`src/sv/imhol_pkg.sv`:
```
// Package for the indexed min-heap open list: sizes, codes, entry types and
// the heap ordering function. No dependencies.
package imhol_pkg;

  localparam int unsigned HeapDepth = 1024;
  localparam int unsigned NodeSpace = 4096;
  localparam int unsigned CostBits  = 16;
  localparam int unsigned NodeBits  = 12;
  localparam int unsigned SlotBits  = $clog2(HeapDepth);
  localparam int unsigned CountBits = SlotBits + 1;
  localparam int unsigned NodeAw    = $clog2(NodeSpace);
  localparam int unsigned FBits     = CostBits + 1;

  typedef enum logic [1:0] {
    MODE_INSERT = 2'd0,
    MODE_REMOVE = 2'd1,
    MODE_UPDATE = 2'd2,
    MODE_QUERY  = 2'd3
  } mode_e;

  typedef enum logic [1:0] {
    ST_OK     = 2'd0,
    ST_EMPTY  = 2'd1,
    ST_FULL   = 2'd2,
    ST_ABSENT = 2'd3
  } status_e;

  typedef struct packed {
    logic [NodeBits-1:0] node;
    logic [CostBits-1:0] g;
    logic [CostBits-1:0] h;
  } entry_t;

  typedef struct packed {
    logic                valid;
    logic [SlotBits-1:0] slot;
  } pos_t;

  typedef enum logic [4:0] {
    CMD_NONE,
    CMD_CLEAR,
    CMD_START,
    CMD_QUERY,
    CMD_SET_FULL,
    CMD_SET_ABSENT,
    CMD_SET_EMPTY,
    CMD_INS_SETUP,
    CMD_UPD_READ,
    CMD_UPD_SET,
    CMD_RM_ROOT,
    CMD_RM_LAST,
    CMD_UP_READ,
    CMD_UP_MOVE,
    CMD_PLACE,
    CMD_DN_READL,
    CMD_DN_LATCHL,
    CMD_DN_PICKR,
    CMD_DN_MOVE,
    CMD_OUT_LOAD
  } dp_cmd_e;

  typedef struct packed {
    mode_e mode;
    logic  pos_valid;
    logic  full;
    logic  count_zero;
    logic  g_lower;
    logic  k_root;
    logic  cur_before_rd;
    logic  child_before_cur;
    logic  l_in;
    logic  r_in;
    logic  clr_done;
    logic  out_free;
  } dp_sts_t;

  function automatic logic [FBits-1:0] f_of(entry_t e);
    return {1'b0, e.g} + {1'b0, e.h};
  endfunction

  // Heap order: smaller f first, and on equal f the smaller g.
  function automatic logic before_f(entry_t a, entry_t b);
    logic [FBits-1:0] fa;
    logic [FBits-1:0] fb;
    fa = f_of(a);
    fb = f_of(b);
    return (fa < fb) || ((fa == fb) && (a.g < b.g));
  endfunction

endpackage

```
`src/sv/imhol_ctrl.sv`:
```
// Controller state machine of the open list: sequences the RAM reads,
// compares and writes of each operation. Uses imhol_pkg.
module imhol_ctrl import imhol_pkg::*; (
  input  logic    clk_i,
  input  logic    rst_ni,
  input  logic    in_valid_i,
  output logic    in_stall_o,
  input  dp_sts_t sts_i,
  output dp_cmd_e cmd_o
);

  typedef enum logic [12:0] {
    S_CLEAR    = 13'b0000000000001,
    S_IDLE     = 13'b0000000000010,
    S_DISPATCH = 13'b0000000000100,
    S_UPD_CHK  = 13'b0000000001000,
    S_RM_LAST  = 13'b0000000010000,
    S_UP       = 13'b0000000100000,
    S_UP_CMP   = 13'b0000001000000,
    S_DN       = 13'b0000010000000,
    S_DN_L     = 13'b0000100000000,
    S_DN_R     = 13'b0001000000000,
    S_DN_CMP   = 13'b0010000000000,
    S_FIN      = 13'b0100000000000,
    S_TOP      = 13'b1000000000000
  } state_e;

  state_e state_q, state_d;

  always_comb begin
    state_d = state_q;
    cmd_o   = CMD_NONE;
    case (state_q)
      S_CLEAR: begin
        cmd_o = CMD_CLEAR;
        if (sts_i.clr_done) begin
          state_d = S_IDLE;
        end
      end
      S_IDLE: begin
        if (in_valid_i) begin
          cmd_o   = CMD_START;
          state_d = S_DISPATCH;
        end
      end
      S_DISPATCH: begin
        state_d = S_FIN;
        case (sts_i.mode)
          MODE_INSERT: begin
            if (sts_i.full) begin
              cmd_o = CMD_SET_FULL;
            end else if (!sts_i.pos_valid) begin
              cmd_o   = CMD_INS_SETUP;
              state_d = S_UP;
            end
          end
          MODE_REMOVE: begin
            if (sts_i.count_zero) begin
              cmd_o = CMD_SET_EMPTY;
            end else begin
              cmd_o   = CMD_RM_ROOT;
              state_d = S_RM_LAST;
            end
          end
          MODE_UPDATE: begin
            if (!sts_i.pos_valid) begin
              cmd_o = CMD_SET_ABSENT;
            end else begin
              cmd_o   = CMD_UPD_READ;
              state_d = S_UPD_CHK;
            end
          end
          default: cmd_o = CMD_QUERY;
        endcase
      end
      S_UPD_CHK: begin
        state_d = S_FIN;
        if (sts_i.g_lower) begin
          cmd_o   = CMD_UPD_SET;
          state_d = S_UP;
        end
      end
      S_RM_LAST: begin
        cmd_o   = CMD_RM_LAST;
        state_d = sts_i.count_zero ? S_FIN : S_DN;
      end
      S_UP: begin
        if (sts_i.k_root) begin
          cmd_o   = CMD_PLACE;
          state_d = S_FIN;
        end else begin
          cmd_o   = CMD_UP_READ;
          state_d = S_UP_CMP;
        end
      end
      S_UP_CMP: begin
        if (sts_i.cur_before_rd) begin
          cmd_o   = CMD_UP_MOVE;
          state_d = S_UP;
        end else begin
          cmd_o   = CMD_PLACE;
          state_d = S_FIN;
        end
      end
      S_DN: begin
        if (sts_i.l_in) begin
          cmd_o   = CMD_DN_READL;
          state_d = S_DN_L;
        end else begin
          cmd_o   = CMD_PLACE;
          state_d = S_FIN;
        end
      end
      S_DN_L: begin
        cmd_o   = CMD_DN_LATCHL;
        state_d = sts_i.r_in ? S_DN_R : S_DN_CMP;
      end
      S_DN_R: begin
        cmd_o   = CMD_DN_PICKR;
        state_d = S_DN_CMP;
      end
      S_DN_CMP: begin
        if (sts_i.child_before_cur) begin
          cmd_o   = CMD_DN_MOVE;
          state_d = S_DN;
        end else begin
          cmd_o   = CMD_PLACE;
          state_d = S_FIN;
        end
      end
      // The root is read here so that its f is ready in S_TOP.
      S_FIN: state_d = S_TOP;
      S_TOP: begin
        if (sts_i.out_free) begin
          cmd_o   = CMD_OUT_LOAD;
          state_d = S_IDLE;
        end
      end
      default: state_d = S_CLEAR;
    endcase
  end

  always_ff @(posedge clk_i or negedge rst_ni) begin
    if (!rst_ni) begin
      state_q <= S_CLEAR;
    end else begin
      state_q <= state_d;
    end
  end

  assign in_stall_o = (state_q != S_IDLE);

endmodule

```
`config.mk`:
```
export PLATFORM = sky130hd
export DESIGN_NAME = imhol_ctrl
export DESIGN_NICKNAME = d
export VERILOG_FILES = /design/src/sv/imhol_pkg.sv /design/src/sv/imhol_ctrl.sv
export SDC_FILE = /design/constraint.sdc
export NUM_CORES = 1
export LEC_CHECK = 0
export BUFFER_PORTS_ARGS = -buffer_cell sky130_fd_sc_hd__buf_2
export CAP_MARGIN = 0
export CORE_MARGIN = 2
export CORE_UTILIZATION = 30
export DETAILED_ROUTE_END_ITERATION = 16
export SLEW_MARGIN = 20
export SYNTH_ARGS = -nofsm -noshare
export SYNTH_HDL_FRONTEND = slang
export SYNTH_SLANG_ARGS = --single-unit
```
`constraint.sdc`:
```
create_clock -name clk_i -period 2.2 [get_ports clk_i]
set_clock_uncertainty 0.15 [all_clocks]
set_input_delay 0 -clock clk_i [delete_from_list [all_inputs] [get_ports clk_i]]
set_output_delay 0 -clock clk_i [all_outputs]
set_load 0.02 [all_outputs]
```
Word-level counts from Yosys, hierarchy flattened
Index checks and enable logic that the tools add are counted.
{"block": "totals", "regBits": 13, "input_bits": 16, "out_inout_bits": 6}
{"block": "op_classes", "eq_ne": 19, "n_mux": 29, "n_reduce_logical": 2}
{"op": "$pmux W13 S13", "n": 1}
{"op": "$mux W12", "n": 10}
{"op": "$pmux W5 S12", "n": 1}
{"op": "$mux W13", "n": 3}
{"op": "$pmux W12 S3", "n": 1}
{"op": "$pmux W5 S3", "n": 1}
{"op": "$eq A13 B1 Y1 const B", "n": 1}
{"op": "$eq A13 B10 Y1 const B", "n": 1}
{"op": "$eq A13 B11 Y1 const B", "n": 1}
{"op": "$eq A13 B12 Y1 const B", "n": 1}
{"op": "$eq A13 B13 Y1 const B", "n": 1}
{"op": "$eq A13 B2 Y1 const B", "n": 1}
{"op": "$eq A13 B3 Y1 const B", "n": 1}
{"op": "$eq A13 B4 Y1 const B", "n": 1}
{"op": "$eq A13 B5 Y1 const B", "n": 1}
{"op": "$eq A13 B6 Y1 const B", "n": 1}
{"op": "$eq A13 B7 Y1 const B", "n": 1}
{"op": "$eq A13 B8 Y1 const B", "n": 1}
{"op": "$eq A13 B9 Y1 const B", "n": 1}
{"op": "$ne A13 B2 Y1 const B", "n": 1}
{"op": "$mux W4", "n": 3}
{"op": "$mux W11", "n": 1}
{"op": "$mux W5", "n": 2}
{"op": "$mux W2", "n": 3}
{"op": "7 further kinds", "n": 10}

Logic depth before layout (Yosys ltp)
Gate-level depths: netlist of the first run.
{"block": "depth", "word_depth": 4, "mapped_depth": 6, "depth_no_buf": 5}

Worst setup path before layout of the first run
OpenSTA, ideal clock, no wires.
{"block": "synth_timing", "path_type": "register to output", "from": "register state_q[7]", "to": "output cmd_o[4]", "arrival_ns": 1.903, "required_time_ns": 2.050, "slack_ns": 0.147, "path_stages_with_launch": 5, "cell_sequence": "dfrtp_1 clkbuf_1 nor4_4 nand2_1 o311ai_0"}
{"block": "synth_via", "elab_chain_len": 2, "elab_cells_between_ends": 13, "cone_classes": "12 x eq/ne; 1 x mux"}
{"element": "start: declaration", "line_no": "imhol_ctrl.sv:28", "text": "state_e state_q, state_d;"}
{"element": "start signal: assignment", "line_no": "imhol_ctrl.sv:147", "text": "state_q <= state_d;"}
{"element": "$eq A13 B13 Y1, or another cell as far along", "line_no": "imhol_ctrl.sv:33", "text": "case (state_q)"}
{"element": "$pmux W5 S12 (*)", "line_no": "imhol_ctrl.sv:33"}
{"element": "end: declaration", "line_no": "imhol_ctrl.sv:9", "text": "output dp_cmd_e cmd_o"}
Every way passes the cells marked *; elsewhere a longest branch is shown, timed or not.

Worst setup path in the final report of the first run
{"block": "layout_timing", "from": "register state_q[5]", "to": "output cmd_o[0]"}
Same word-level chain as after synthesis.

==> results of run 1 <==
## area by class of cell
| type | count | area (um^2) | share of cell area [%] |
|---|---|---|---|
| well taps | 48 | 60.1 | 3.67 |
| repair buffers | 54 | 397 | 24.2 |
| inverters | 6 | 22.5 | 1.38 |
| flip-flops and latches | 13 | 334 | 20.4 |
| multi-input cells | 108 | 779 | 47.6 |
| clock buffers | 4 | 45.0 | 2.75 |
## worst register-to-register path, stage by stage, from the launching register on
cell	delay, ns
sky130_fd_sc_hd__dfrtp_2	0.44
sky130_fd_sc_hd__nor4_4	0.45
sky130_fd_sc_hd__nand3_2	0.23
sky130_fd_sc_hd__or4_4	0.47
sky130_fd_sc_hd__nor2b_1	0.15
sky130_fd_sc_hd__o2111ai_1	0.08
## what timing repair did
action                                  4_1_cts  5_1_grt
resized for setup                             6       18
pin swaps                                     2        6
hold endpoints to repair                     26        0
buffers inserted                              1       11
hold buffers                                 14        0
endpoints found under the setup margin        4        5
## synthesized netlist by cell type, drive strengths merged (4+ instances only)
cell type	count	area (um^2)
dfrtp	12	300
nor4b	7	61.3
buf	6	38.8
nor2	12	45.0
nand2	9	33.8
nor2b	8	50.1
nand4	6	37.5
inv	6	22.5
o21ai	13	65.1
nor4	8	80.1
a31oi	4	25.0
clkbuf	4	15.0
nor3	6	41.3
## through the flow
stage,hold slack (ns),power (W),util (%)
6_report,0.0303,0.00112,45.4
5_1_grt,0.0766,0.00120,45.4
4_1_cts,0.0402,0.00103,41.3
3_5_place_dp,-0.235,0.000759,35.3
3_3_place_gp,-0.233,0.000754,35.3
2_1_floorplan,-0.446,0.000621,-
## kinds of logic after synthesis
kind of cell,after synthesis
AO/OA/AOI/OAI,30
XOR/XNOR,3
buffers and inverters,16
flip-flops,13
multiplexers,1
AND/OR/NAND/NOR,74
## path summary, 6_finish.rpt
| path | from | slack [ns] | depth (start not counted) | to |
|---|---|---|---|---|
| worst max-delay path | state_q[5] | 0.02 | 7 | cmd_o[0] |
| worst min-delay path | rst_ni | 0.03 | 2 | state_q[2] |
| worst max register to register | state_q[1] | 0.15 | 5 | state_q[11] |
| worst min register to register | state_q[4] | 0.45 | 1 | state_q[6] |
| max in group asynchronous | rst_ni | 1.58 | 2 | state_q[0] |
| min in group clk_i | sts_i[5] | 0.20 | 5 | state_q[5] |
## power by group through the flow
stage               registers, W  logic, W  clock network (W)
global placement        0.000337  0.000417                  0
detailed placement      0.000338  0.000421                  0
finish                  0.000333  0.000576           0.000213
floorplan               0.000279  0.000341                  0
CTS                     0.000344  0.000462           0.000220
global route            0.000338  0.000627           0.000235
## routing by layer
metal  track usage, %  wire [um]  vias up
met1             19.5       1480      593
met3             2.26        192        4
met4             4.79         33        0
li1                 -          -      613
met2             24.6       1570       48
met5                0          0        -
==> impl_metrics.tcl, run 1 <==
set metrics [dict create \
    outcome "completed" \
    num-fill-cells 376 \
    vias_per_cell 5.40 \
    worstPathMaxFanout 7 \
    placement.io_buffers 21 \
    timing.critical_path.slowest_stage_cell "sky130_fd_sc_hd__dfrtp_2" \
    fmaxAchievable_ghz 0.458 \
    die_h_um 64.8 \
    post_synth_edffs 0 \
    dp.final_hpwl_mm 2.27 \
    post-place-ws_ns 0.124 \
    vdd.ir_drop.worst_v 0.000180 \
    vias 1258 \
    synthArstFlopShare_pct 100 \
    sw_frac_of_total_pct 38.8 \
    setup_viol_count_final 0 \
    timing.max_slew.rel_slack_pct 58.5 \
    layout.cells.most_common_list "20 x sky130_fd_sc_hd__buf_4, 19 x sky130_fd_sc_hd__buf_2, 14 x sky130_fd_sc_hd__dlygate4sd3_1" \
    post_route_cells_drive_above_1_share_pct 36.8 \
    drc_errors 0 \
    post-place-cells 203 \
    worst_setup_end_kind "output pin" \
    initial_utilization_pct 30.7 \
    final_net_count 202 \
    htree_num_levels 1 \
    reg_top3 "state_q (13)" \
    cts_max_path_buffers 2 \
    rsz_0062_raised_after_global_routing "true" \
    floorplan.core_area_um2 3610 \
    final_cell_area_um2 1640 \
    global_route_wire_length_before_repair_mm 4.88 \
    clock_latency_ns 0.24 \
    ys_warn_count 0 \
    number_of_different_library_cells_in_the_post_synthesis_netlist 40 \
    critical_path_required_ns 2.05 \
    die-width_um 64.8 \
    clkTransAtPathRegs_ns 0.06 \
    final_weighted_congestion_of_routability_driven_global_placement 0.904 \
    setup_tns_ns 0 \
    total_overflow_reported_by_the_global_router 0 \
    synth.area.mux_share_pct 0.904 \
    ioPinCount 22 \
    setup.worst_path.class "reg -> out" \
    register_with_the_highest_flop_count "state_q" \
    share_clk_of_total_power_pct 19.0 \
    cp_top_family "simple AND/OR/NAND/NOR gates" \
    timing.critical_path.slowest_cell_delay_ns 0.45 \
    synth.cell_area_um2 1110 \
    drtPass1Iterations 4 \
    power_frac_seq_pct 29.7 \
    hold_violations 0 \
    cellLeakagePower_nw 0.707 \
    post_synth_fa_ha_maj_area_fraction_pct 0 \
    synthFlopType "sky130_fd_sc_hd__dfrtp_1" \
    cap_viol_max_count 0 \
    grt_antenna_before_repair 0 \
    number_of_global_route_vias_before_repair 1107 \
    synth.net_count 153 \
    placement.cell_area_um2 1270 \
    syn_avg_cell_area_um2 8.08 \
    most_frequent_standard_cell_in_the_layout_excluding_fill_and_tap_cells "sky130_fd_sc_hd__buf_4" \
    detail_route.wirelength_mm 3.27 \
    netSwitchingPower_w 0.000436 \
    maximum_number_of_pins_on_one_net_before_global_route_repair 14 \
    internal-power_w 0.000687 \
    cts_tree "yes" \
    power-per-cell-area_nw_per_um2 685 \
    row_count 22 \
    share_comb_of_total_power_pct 51.3 \
    synth_top_family_by_area "simple AND/OR/NAND/NOR gates" \
    grt_util_all_layers_pct 14.8 \
    layout.cells.non_filler 233 \
    timing_worst_slew_pin_value_ns 0.614 \
    cts.sinks 13 \
    dieArea_um2 4190 \
    drt_first_iter_violations 136 \
    timing_max_transition_violations_final 0 \
    holdCritPathClass "in -> async" \
    number_of_cts_inserted_buffers 3 \
    synthToLayoutAreaGrowth_pct 47.9 \
    arrival_ns 2.03 \
    largest_register_ffs 13 \
    seq_area_frac_synth_pct 29.5 \
    synth_compound_area_share_pct 16.9 \
    cts_root_buf "sky130_fd_sc_hd__clkbuf_8" \
    critical_path.cell_chain "buf_4 > nor4b_1 > nand4_1 > o31ai_1 > nor2_1 > nand4_1 > buf_4" \
    synth_simple_gate_area_share_pct 43.4 \
    final.min_clock_period_ns 2.18 \
    routed_wire_length_per_instance_um 14.0 \
    setup_slack_ns 0.0153 \
    timing.critical_path.from_type "register" \
    yosys.area_share.xor_xnor_pct 2.37 \
    synth_register_bits 13 \
    postSynthCellCount 137 \
    fin_crit_sh_pct 99.3 \
    cp_num_buf_inv 2 \
    ant_nets 0 \
    total_inserted_antenna_cells 0 \
]
No activity file was read; power rests on OpenSTA's default activity.
==> run 2: changes to the inputs <==
- ABC_AREA: not set -> 1
==> run 2 against run 1 <==
Against the previous run:
- first-iteration DRC count fell by 83%
- combinational power fell by 28%
- worst setup slack better by 0.088 ns
- final cell count grew 8.2%
- critical path type is now reg -> reg
- die area fell by 6.6%
- highest routed layer unchanged
- total power shrank 23%
==> impl_metrics.tcl, run 2 <==
set metrics [dict create \
    outcome "completed" \
    share_clk_of_total_power_pct 17.7 \
    fin_crit_sh_pct 95.3 \
    synth.net_count 175 \
    final.min_clock_period_ns 2.10 \
    floorplan.core_area_um2 3310 \
    die_h_um 62.6 \
    vdd.ir_drop.worst_v 0.000241 \
    synth.cells.most_frequent "34 x sky130_fd_sc_hd__nand2_1, 33 x sky130_fd_sc_hd__nor2_1, 21 x sky130_fd_sc_hd__inv_1" \
    placement.io_buffers 21 \
    power_total_w 0.000865 \
    ioPinCount 22 \
    ys_warn_count 0 \
    critical_path.most_common_cell "sky130_fd_sc_hd__nand2_1" \
    ant_nets 0 \
    synth.top_cells.by_area "sky130_fd_sc_hd__dfrtp_1 29%, sky130_fd_sc_hd__nand2_1 12%, sky130_fd_sc_hd__nor2_1 12%, sky130_fd_sc_hd__nand3_1 9.2%, sky130_fd_sc_hd__inv_1 7.7%" \
    layout.cells.most_common_list "34 x sky130_fd_sc_hd__nand2_1, 32 x sky130_fd_sc_hd__nor2_1, 21 x sky130_fd_sc_hd__inv_1, 21 x sky130_fd_sc_hd__buf_2" \
    clkTransAtPathRegs_ns 0.08 \
    setup.worst_path.class "reg -> reg" \
    reg_top3 "state_q (13)" \
    timing_max_transition_violations_final 0 \
    grt_util_all_layers_pct 14.4 \
    power_frac_seq_pct 34.1 \
    most_frequent_standard_cell_in_the_layout_excluding_fill_and_tap_cells "sky130_fd_sc_hd__nand2_1" \
    dieArea_um2 3920 \
    die-width_um 62.6 \
    timing.critical_path.slowest_cell_delay_ns 0.56 \
    htree_num_levels 1 \
    holdCritPathClass "in -> reg" \
    grt_antenna_before_repair 0 \
    post_route_cells_drive_above_1_share_pct 23.8 \
    worstPathMaxFanout 5 \
    post-synth-top-area-fraction_pct 29.2 \
    worst_setup_end_kind "register" \
    routed_wire_length_per_instance_um 10.8 \
    maximum_number_of_pins_on_one_net_before_global_route_repair 14 \
    detail_route.wirelength_mm 2.73 \
    reg2reg_setup_slack_ns 0.10 \
    cellLeakagePower_nw 0.764 \
    critical_path.cell_chain "nor2_1 > nand2_2 > nor2_2 > nand2_1 > o21ai_1 > nor3_1 > dlygate4sd3_1 > nand2_1" \
    drc_errors 0 \
    drtPass1Iterations 4 \
    largest_register_ffs 13 \
    synthArstFlopShare_pct 100 \
    setup_tns_ns 0 \
    cts_root_buf "sky130_fd_sc_hd__clkbuf_4" \
    cap_viol_max_count 0 \
    share_comb_of_total_power_pct 48.2 \
    dp.final_hpwl_mm 2.11 \
    total_inserted_antenna_cells 0 \
    critical_path_required_ns 2.28 \
    synth_register_bits 13 \
    arrival_ns 2.17 \
    cts.sinks 13 \
    synthToLayoutAreaGrowth_pct 38.9 \
    timing.max_slew.rel_slack_pct 61.1 \
    vias 1150 \
    synth.cell_area_um2 1030 \
    sw_frac_of_total_pct 42.6 \
    final_net_count 223 \
    num-fill-cells 357 \
    final_weighted_congestion_of_routability_driven_global_placement 0.813 \
    global_route_wire_length_before_repair_mm 4.48 \
    rsz_0062_raised_after_global_routing "false" \
    timing.critical_path.slowest_stage_cell "sky130_fd_sc_hd__dlygate4sd3_1" \
    fmaxAchievable_ghz 0.477 \
    internal-power_w 0.000496 \
    cts_tree "yes" \
    number_of_different_library_cells_in_the_post_synthesis_netlist 25 \
    synthMostInstantiatedCell "sky130_fd_sc_hd__nand2_1" \
    netSwitchingPower_w 0.000369 \
    number_of_cts_inserted_buffers 3 \
    row_count 21 \
    syn_avg_cell_area_um2 6.48 \
    timing_worst_slew_pin_value_ns 0.582 \
    postSynthCellCount 159 \
    number_of_global_route_vias_before_repair 1073 \
    vias_per_cell 4.56 \
    total_overflow_reported_by_the_global_router 0 \
    hold_violations 0 \
    initial_utilization_pct 31.1 \
    timing.critical_path.from_type "register" \
    synthFlopType "sky130_fd_sc_hd__dfrtp_1" \
    power-per-cell-area_nw_per_um2 605 \
    drt_first_iter_violations 23 \
    clock_latency_ns 0.28 \
    setup_viol_count_final 0 \
    cts_max_path_buffers 2 \
    seq_area_frac_synth_pct 31.7 \
    yosys.area.top_type "sky130_fd_sc_hd__dfrtp_1" \
    register_with_the_highest_flop_count "state_q" \
    post_synth_edffs 0 \
]
run 2: power groups by stage:
stage	registers, W	logic, W	clock network (W)
floorplan	0.000295	0.000286	0
global placement	0.000299	0.000386	0
detailed placement	0.000300	0.000381	0
CTS	0.000295	0.000405	0.000157
global route	0.000299	0.000457	0.000168
finish	0.000295	0.000417	0.000153
run 2: cells by family after synthesis:
kind of cell	after synthesis	synth area share, %
buf+inv	22	8.75
simple gates	108	50.2
flops	13	31.7
compound gates	16	9.36
run 2: repair_timing:
| item | CTS | global route |
|---|---|---|
| buffers inserted | 0 | 4 |
| hold buffers | 19 | 0 |
| endpoints found under the setup margin | 0 | 3 |
| resized for setup | 0 | 1 |
| endpoints found under the hold margin | 26 | 0 |
run 2: metrics by stage:
stage	utilization [%]	hold WS [ns]	instances	cell area [um^2]	setup slack, ns
after CTS	42.2	0.00409	248	1400	0.0389
after detailed placement	35.7	-0.244	225	1180	0.444
final	43.2	0.0109	252	1430	0.103
after global routing	43.2	0.0353	252	1430	0.00294
after global placement	35.7	-0.244	225	1180	0.430
after floorplan	-	-0.446	159	1030	0.651
run 2: final timing paths:
path	from	endpoint	cells past startpoint
worst max-delay path	state_q[2]	state_q[11]	8
max in group asynchronous	rst_ni	state_q[2]	3
worst max register to register	state_q[2]	state_q[11]	8
worst min-delay path	sts_i[12]	state_q[11]	5
min in group asynchronous	rst_ni	state_q[0]	2
worst min register to register	state_q[1]	state_q[1]	1
run 2: area by class of cell:
cell class | instances | area (um^2) | share of cell area (%)
Sequential cell | 13 | 327 | 22.8
Clock buffer | 4 | 26.3 | 1.84
Timing Repair Buffer | 44 | 325 | 22.7
Tap cell | 46 | 57.6 | 4.02
Inverter | 21 | 78.8 | 5.51
Multi-Input combinational cell | 124 | 616 | 43.0
run 2: worst max-delay path: cells and delay by family, from the launching register on:
kind	cells	cell delay [ns]
AOI/OAI and AO/OA	1	0.17
buffers and inverters	1	0.56
DFF	1	0.40
and+or+nand+nor	6	0.76
run 2: per-layer routing:
metal / track usage, % / vias up / routed length (um)
met2: 24.9 / 26 / 1260
met3: 0.541 / 7 / 72
met5: 0 / - / 0
met4: 9.17 / 0 / 102
met1: 17.6 / 517 / 1290
li1: - / 600 / -
==> run 3: changes to the inputs <==
- PLACE_DENSITY_LB_ADDON: not set -> 0.05
==> run 3 against run 2 <==
Against the previous run:
- sequential share of layout area fell by 0.060 points
- register-to-register slack improved by 0.03 ns
- worst setup slack improved by 0.032 ns
- final cell count fell by 1.2%
- clock power barely moved
- global-route usage rose by 0.39 points
- core utilization rose by 0.11 points
- critical path depth did not move
- wire length rose by 4.9%
- first-iteration DRC count rose by 78%
- non-clock buffer count fell by 4
- highest routed layer unchanged
==> impl_metrics.tcl, run 3 (same netlist as run 2, synthesis figures left out) <==
set metrics [dict create \
    timing.max_slew.rel_slack_pct 60.7 \
    timing.critical_path.from_type "register" \
    final_weighted_congestion_of_routability_driven_global_placement 0.847 \
    vias_per_cell 4.59 \
    final.min_clock_period_ns 2.06 \
    largest_register_ffs 13 \
    clkTransAtPathRegs_ns 0.09 \
    number_of_global_route_vias_before_repair 1027 \
    timing_max_transition_violations_final 0 \
    register_with_the_highest_flop_count "state_q" \
    cellLeakagePower_nw 0.766 \
    reg_top3 "state_q (13)" \
    ant_nets 0 \
    rr_startpoint "state_q[8]" \
    final_core_util_pct 43.3 \
    layout.cells.most_common_list "34 x sky130_fd_sc_hd__nand2_1, 30 x sky130_fd_sc_hd__nor2_1, 21 x sky130_fd_sc_hd__inv_1, 21 x sky130_fd_sc_hd__buf_2, 19 x sky130_fd_sc_hd__nand3_1" \
    total_inserted_antenna_cells 0 \
    grt_util_all_layers_pct 14.8 \
    layout.cells.non_filler 249 \
    dp.final_hpwl_mm 2.25 \
    critical_path_required_ns 2.28 \
    holdCritPathClass "in -> async" \
    cts_root_buf "sky130_fd_sc_hd__clkbuf_4" \
    synthToLayoutAreaGrowth_pct 39.2 \
    highest_layer "met4" \
    worst_setup_end_kind "register" \
    dieArea_um2 3920 \
    number_of_cts_inserted_buffers 3 \
    drc_errors 0 \
    cts_tree "yes" \
    hold_violations 0 \
    setup_viol_count_final 0 \
    reg2reg_to "state_q[11]" \
    worst_r2r_path_depth 8 \
    cts.sinks 13 \
    most_frequent_standard_cell_in_the_layout_excluding_fill_and_tap_cells "sky130_fd_sc_hd__nand2_1" \
    met3WireLength_um 104 \
    routed_wire_length_per_instance_um 11.5 \
    die-width_um 62.6 \
    grt_antenna_before_repair 0 \
    total_overflow_reported_by_the_global_router 0 \
    final_net_count 220 \
    timing_worst_slew_pin_value_ns 0.588 \
    placement.io_buffers 21 \
    htree_num_levels 1 \
    met1_length_mm 1.35 \
    outcome "completed" \
    maximum_number_of_pins_on_one_net_before_global_route_repair 14 \
    initial_utilization_pct 31.1 \
    vias 1143 \
    cts_max_path_buffers 2 \
    arrival_ns 2.14 \
    cap_viol_max_count 0 \
    setup_tns_ns 0 \
    setup.worst_path.class "reg -> reg" \
    global_route_wire_length_before_repair_mm 4.62 \
    row_count 21 \
    floorplan.core_area_um2 3310 \
    power-per-cell-area_nw_per_um2 611 \
    power_total_w 0.000876 \
    post_route_cells_drive_above_1_share_pct 25.1 \
    vdd.ir_drop.worst_v 0.000228 \
    detail_route.wirelength_mm 2.86 \
    worstPathMaxFanout 6 \
    post-place-cells 225 \
    clock_latency_ns 0.28 \
    met2RoutedLength_mm 1.38 \
    holdWs_ns 0.0499 \
    drtPass1Iterations 4 \
    die_h_um 62.6 \
    ioPinCount 22 \
    fin_crit_sh_pct 93.9 \
    reg2reg_setup_slack_ns 0.14 \
    drt_first_iter_violations 41 \
    fmaxAchievable_ghz 0.484 \
]
run 3: cell types whose count changed in the layout (fill, tap and decap cells not counted), sizes merged:
cell / change
buf: -3
dlygate4sd3: -1
nor2: +1
run 3: power breakdown:
group | internal, W | switching [W]
Combinational | 0.000156 | 0.000269
Clock | 0.0000705 | 0.0000850
Sequential | 0.000271 | 0.0000244
run 3: cell type report:
cell class | count | area, um^2
inverters | 21 | 78.8
flip-flops and latches | 13 | 327
multi-input cells | 125 | 652
repair buffers | 40 | 293
well taps | 46 | 57.6
fillers | 379 | 1880
clock buffers | 4 | 26.3
run 3: worst max-delay path by stage:
stage,cells past startpoint,slack (ns),end,from
after floorplan,6,0.65,cmd_o[0],state_q[8]
after global placement,10,0.47,state_q[0],state_q[8]
after detailed placement,7,0.46,state_q[1],state_q[8]
after CTS,8,0.02,state_q[11],state_q[8]
after global routing,8,-0.03,state_q[11],state_q[1]
final,8,0.14,state_q[11],state_q[8]
run 3: metal layers:
metal,track usage (%),vias up
li1,-,598
met1,19.5,521
met2,24.3,20
met3,3.78,4
met4,3.33,0
met5,0,-
run 3: metrics by stage:
step | instance area, um^2 | setup WS (ns)
floorplan | 1030 | 0.651
global placement | 1180 | 0.466
detailed placement | 1180 | 0.463
CTS | 1390 | 0.0221
global route | 1430 | -0.0278
finish | 1430 | 0.135
run 3: critical path: stages, from the launching register on:
cell and delay [ns]:
sky130_fd_sc_hd__dfrtp_1 0.44, sky130_fd_sc_hd__nor2_4 0.15, sky130_fd_sc_hd__nand2_2 0.11, sky130_fd_sc_hd__nor2_4 0.21
sky130_fd_sc_hd__nand2_1 0.11, sky130_fd_sc_hd__o21ai_2 0.16, sky130_fd_sc_hd__nor3_1 0.07, sky130_fd_sc_hd__nand2_1 0.06
sky130_fd_sc_hd__dlygate4sd3_1 0.54
run 3: timing repair:
item	CTS	global route
hold endpoints to repair	26	0
gates resized for setup	0	9
setup buffers	0	1
hold buffers	18	0
setup endpoints to repair	0	2
